`src/rtl/core/assert_macros.svh`:
```
// Assertion macros shared by the RTL.
`ifndef ASSERT_MACROS_SVH
`define ASSERT_MACROS_SVH
`ifndef ASSERT_OFF
`define ASSERT_CLK(lbl, clk, rstn, prop, msg) \
    lbl: assert property (@(posedge clk) disable iff (!rstn) prop) else $error(msg);
`define ASSERT_NEXT(lbl, clk, rstn, pre, post, msg) \
    lbl: assert property (@(posedge clk) disable iff (!rstn) (pre) |=> (post)) else $error(msg);
`else
`define ASSERT_CLK(lbl, clk, rstn, prop, msg)
`define ASSERT_NEXT(lbl, clk, rstn, pre, post, msg)
`endif
`endif

```
`src/rtl/core/knc_pkg.sv`:
```
`default_nettype none
package knc_pkg;

    localparam int DIST_W       = 32;
    localparam int RANK_W       = 7;
    localparam int DEF_MAX_RANK = 64;
    localparam int TAP_GROUP    = 8;

    localparam logic [RANK_W-1:0] RANK_RESET = 7'd5;
    localparam logic [DIST_W-1:0] DIST_MAX   = {DIST_W{1'b1}};

    typedef struct packed {
        logic [DIST_W-1:0] distance;
        logic              last_of_row;
    } in_beat_t;

    typedef struct packed {
        logic [DIST_W-1:0] core_distance;
        logic              too_few_points;
    } out_beat_t;

    typedef struct packed {
        logic insert;
        logic clear;
    } cell_ctrl_t;

endpackage
`default_nettype wire

```
`src/rtl/core/knc_cell.sv`:
```
`default_nettype none
module knc_cell
    import knc_pkg::*;
(
    input  wire               aclk,
    input  wire               aresetn,
    input  wire  cell_ctrl_t  ctrl_i,
    input  wire  [DIST_W-1:0] dist_i,
    input  wire               left_gt_i,
    input  wire  [DIST_W-1:0] left_value_i,
    input  wire               pick_i,
    output logic [DIST_W-1:0] value_o,
    output logic              gt_o,
    output logic [DIST_W-1:0] tap_o
);

    logic [DIST_W-1:0] value_reg;
    logic [DIST_W-1:0] value_next;
    logic [DIST_W-1:0] inserted;

    assign gt_o     = value_reg > dist_i;
    assign inserted = gt_o ? (left_gt_i ? left_value_i : dist_i) : value_reg;
    assign tap_o    = pick_i ? inserted : '0;
    assign value_o  = value_reg;

    always_comb begin
        value_next = value_reg;
        if (ctrl_i.insert) begin
            value_next = ctrl_i.clear ? DIST_MAX : inserted;
        end
    end

    always_ff @(posedge aclk) begin
        if (!aresetn) begin
            value_reg <= DIST_MAX;
        end else begin
            value_reg <= value_next;
        end
    end

endmodule
`default_nettype wire

```
`config.mk`:
```
export PLATFORM = sky130hd
export DESIGN_NAME = knc_cell
export DESIGN_NICKNAME = d
export VERILOG_FILES = /design/src/rtl/core/assert_macros.svh /design/src/rtl/core/knc_pkg.sv /design/src/rtl/core/knc_cell.sv
export SDC_FILE = /design/constraint.sdc
export NUM_CORES = 1
export LEC_CHECK = 0
export ABC_CLOCK_PERIOD_IN_PS = 4000
export BUFFER_PORTS_ARGS = -buffer_cell sky130_fd_sc_hd__buf_4
export CAP_MARGIN = 10
export CORE_AREA = 5 5 65 111
export CTS_CLUSTER_DIAMETER = 200
export CTS_CLUSTER_SIZE = 40
export DETAILED_ROUTE_END_ITERATION = 7
export DIE_AREA = 0 0 70 116
export PLACE_DENSITY_LB_ADDON = 0.3
export SLEW_MARGIN = 15
export SYNTH_ARGS = -nofsm -noshare
export SYNTH_HDL_FRONTEND = slang
export SYNTH_SLANG_ARGS = --single-unit
```
`constraint.sdc`:
```
create_clock -name aclk -period 4 [get_ports aclk]
set_input_delay 0.8 -clock aclk [delete_from_list [all_inputs] [get_ports aclk]]
set_output_delay 0.8 -clock aclk [all_outputs]
set_load 0.03 [all_outputs]
```
Yosys cells after proc, flatten, opt, wreduce, memory -nomap -nowiden

Cells that the tools add are included.
W data, S select, Z words.

Output and inout bits: 65
Register bits after elaboration: 32
Bits of input ports: 70
Logic and storage cells: 6

Magnitude comparators: 1
Multiplexer cells: 4

Operator list:

| operator       | number |
|---|---|
| $mux W32       | 4 |
| $gt A32 B32 Y1 | 1 |

Longest topological paths before layout

Depth after elaboration: 3
Depth in mapped cells: 9
Depth with buffers taken out: 8

Worst setup path after synthesis

OpenSTA, ideal clock, no wires.

Path kind: in2out
From: in dist_i[14]
To: out tap_o[22]
Required time: 3.200 ns
Path buffers: 1
Slack: 0.252 ns
Stages: 9
Data arrival time: 2.948 ns
Cell sequence: inv_1 ha_1 a21oi_2 nand2_1 a221o_1 o311ai_4 nand2_4 buf_6 mux2i_1

Cells in the longest elaborated chain, start to end: 3

Ends and longest elaborated chain:

| element            | line           | text |
|---|---|---|
| start: declaration | knc_cell.sv:8  | `input wire [DIST_W-1:0] dist_i,` |
| $gt A32 B32 Y1     | knc_cell.sv:21 | `assign gt_o = value_reg > dist_i;` |
| named net gt_o     | knc_cell.sv:13 | `output logic gt_o,` |
| $mux W32           | knc_cell.sv:22 | `assign inserted = gt_o ? (left_gt_i ? left_value_i : dist_i) : value_reg;` |
| $mux W32           | knc_cell.sv:23 | `assign tap_o = pick_i ? inserted : '0;` |
| end: declaration   | knc_cell.sv:14 | `output logic [DIST_W-1:0] tap_o` |

The timed path passes the listed nets, and every way through them passes these cells.

Worst setup path in the final report

From: in dist_i[27]
To: out tap_o[25]

Cells in the longest elaborated chain, start to end: 3

Ends and longest elaborated chain:

| element        | line |
|---|---|
| $gt A32 B32 Y1 | knc_cell.sv:21 |
| $mux W32       | knc_cell.sv:22 |
| $mux W32       | knc_cell.sv:23 |

No other way between the ends.

==> results.yml <==
outcome:
  status: "complete, no violations"
timing:
  relSlewSlack: 0.322
  rsz0062_at_grt: "false"
  max_freq_mhz: 260
  tns_ns: 0
  hold_violations: 0
  min_period_over_period: 0.962
  finClkSkew_ns: 0.00541
  period_minus_slack_ns: 3.85
  finalMaxSlewViolations: 0
  hold_ws_ns: 0.528
  setup_violations: 0
  worst_pin_slew_ns: 1.02
synthesis:
  synth_seq_cells: 32
  yosys_warnings: 0
  syn_area_um2: 2860
  synth_mux_area_frac: 0.116
  synth_xor_area_frac: 0
  synth_compound_area_frac: 0.240
  synthAdderAreaFrac: 0.140
  synth-seq-area-share: 0.224
  syn_nets: 471
  synth_top_family_by_area: "compound AO/OA/AOI/OAI gates"
  postSynthAreaPerCell_um2: 7.74
  synthSimpleGateAreaFrac: 0.189
  synthCells: 369
  synth_cell_types: 35
floorplanning:
  start_util: 0.462
  ios: 135
  die_w_um: 70
  die_h_um: 116
  core-area_um2: 6180
  rows: 38
  dieArea_um2: 8120
clock_tree:
  worstSkewPairLatency_ns: 0.28
  cts_root_buf: "clkbuf_8"
  clk_pin_slew_worst_paths_ns: 0.07
  cts_max_level: 2
  cts.path.max_buffers: 2
  clock_sinks: 32
  hold_buffers: 0
  tritoncts: "done"
  cts_buffers: 5
critical_path:
  worstPathRequired_ns: 3.20
  r2r_start: "value_o[27]$_SDFFE_PN1P_"
  max_stage_delay_ns: 0.45
  cp_max_fo: 17
  cp-end-kind: "primary output"
  cp.arrival_ns: 3.05
  cp_common_cell: "buf_4"
  cp_cell_sequence: "buf_4 > inv_1 > ha_1 > nand4_1 > nor4_4 > nand2_1 > o21ai_2 > nand2_4 > buf_12 > mux2i_1 > buf_4"
  start_kind: "input pin"
  critical_path_class: "in -> out"
  cpMaxStageDelayCell: "nor4_4"
  crit_path_start: "dist_i[27]"
grt:
  grt_pass1_wl_mm: 13.5
  grt_max_degree: 65
  grt_pass1_vias: 3066
  grt-ovfl-total: 0
  antenna_found_initial: 0
  track_usage: 0.203
place:
  place.gp.congestion: 0.778
  io_buffers: 134
  post-dp-hpwl_mm: 6.60
  placed_cell_area_um2: 3880
power_and_ir_drop:
  cellPowerDensity_nw_per_um2: 291
  peakVddDrop_v: 0.000223
  power_leakage_uw: 0.00206
drt:
  drt_iter0_drc: 73
  final_antenna_net_count: 0
  drtPass1Iterations: 4
  drc: 0
  vias: 3017
  wl_per_cell_um: 14.6
  finalWirelength_mm: 8.33
  viasPerCell: 5.28
final_layout:
  layout.nets: 592
  final_design_area_no_fill_um2: 3970
  syn2layout_area_growth_pct: 38.9
  largest_reg_flops: 32
  layout-drive-gt1-share: 0.320
  antenna_cells: 0
worst_hold_path:
  hold_start: "value_o[8]$_SDFFE_PN1P_"
  hold_path_class: "reg -> reg"
job:
  max_cap_viol_count: 0
-- worst paths after layout --
| check | end | slack (ns) | depth (start not counted) |
|---|---|---|---|
| setup / recovery | tap_o[25] | 0.15 | 11 |
| setup reg to reg | value_o[29]$_SDFFE_PN1P_ | 1.19 | 6 |
| hold / removal | value_o[8]$_SDFFE_PN1P_ | 0.53 | 1 |
| hold reg to reg | value_o[8]$_SDFFE_PN1P_ | 0.53 | 1 |
-- layer usage --
metal	global-route usage	wire length, um	vias up
met3	0.0582	551	16
met1	0.191	2810	1384
met4	0.0818	208	0
li1	-	-	1534
met2	0.404	4760	83
met5	0	0	-
-- final cells by class --
cell class | instances | area [um^2]
clock buffers | 6 | 82.6
clock inverters | 2 | 10.0
flip-flops and latches | 32 | 641
inverters | 33 | 124
well taps | 80 | 100
repair buffers | 137 | 1050
multi-input cells | 281 | 1960
fillers | 588 | 2210
-- synth_stat cells --
library cell / n / area, um^2
nand2_1: 103 / 387
inv_1: 33 / 124
o21ai_0: 33 / 165
dfxtp_1: 32 / 641
ha_1: 32 / 400
mux2i_1: 32 / 320
o22a_1: 32 / 280
a21oi_1: 14 / 70.1
clkbuf_1: 14 / 52.6
buf_6: 6 / 67.6
nand4_1: 5 / 31.3
buf_2: 3 / 15.0
nand4_2: 3 / 37.5
nor2_1: 3 / 11.3
nand3_1: 2 / 10.0
nor2b_1: 2 / 12.5
nor4_1: 2 / 12.5
a2111oi_4: 1 / 27.5
a21bo_2: 1 / 10.0
a21o_1: 1 / 7.51
a21oi_2: 1 / 8.76
a221o_1: 1 / 10.0
a22o_1: 1 / 8.76
a32oi_4: 1 / 27.5
mux2_2: 1 / 11.3
nand2_4: 1 / 11.3
nor3_1: 1 / 5.00
nor4_4: 1 / 21.3
o211ai_1: 1 / 7.51
o21a_1: 1 / 7.51
o21ai_1: 1 / 5.00
o21ai_2: 1 / 8.76
o221ai_1: 1 / 8.76
o311ai_4: 1 / 26.3
o31ai_1: 1 / 7.51
-- kinds of logic (layout without fill, tap and decap cells) --
family,Yosys count,after routing
mux,33,33
compound gates,93,93
flops,32,32
simple gates,123,123
buf+inv,56,178
fa+ha+maj,32,32
-- where the power goes --
part	internal (uW)	switching (uW)	total, uW
logic	228	310	537
registers	336	18.5	354
clock network	137	127	264
total	701	455	1160
-- critical path: cells and delay by family --
family,cells,cell delay (ns)
and+or+nand+nor,4,1.05
adders and majority gates,1,0.32
AOI/OAI and AO/OA,1,0.16
muxes,1,0.18
buffers and inverters,4,0.51
-- cell usage in the layout (no fill, tap or decap), drive strengths merged, types with 8 or more instances in the layout --
master and n:
inv 33, dfxtp 32, o22a 32, mux2i 32, o21ai 35, ha 32, nand4 8, a21oi 15
buf 137, nand2 104
-- metrics by stage --
step / total power, uW / cells / util / setup WS [ns]
after floorplan: 709 / 369 / - / 0.252
after global placement: 892 / 563 / 0.627 / 0.183
after detailed placement: 903 / 563 / 0.627 / 0.115
after CTS: 1170 / 571 / 0.642 / 0.115
after global routing: 1230 / 571 / 0.642 / 0.0152
final: 1160 / 571 / 0.642 / 0.152
-- repair_timing --
action / CTS / global route
buffers inserted: 0 / 0
setup endpoints to repair: 0 / 3
gates resized for setup: 0 / 0
Note: power is estimated with default switching activity, not from simulation.
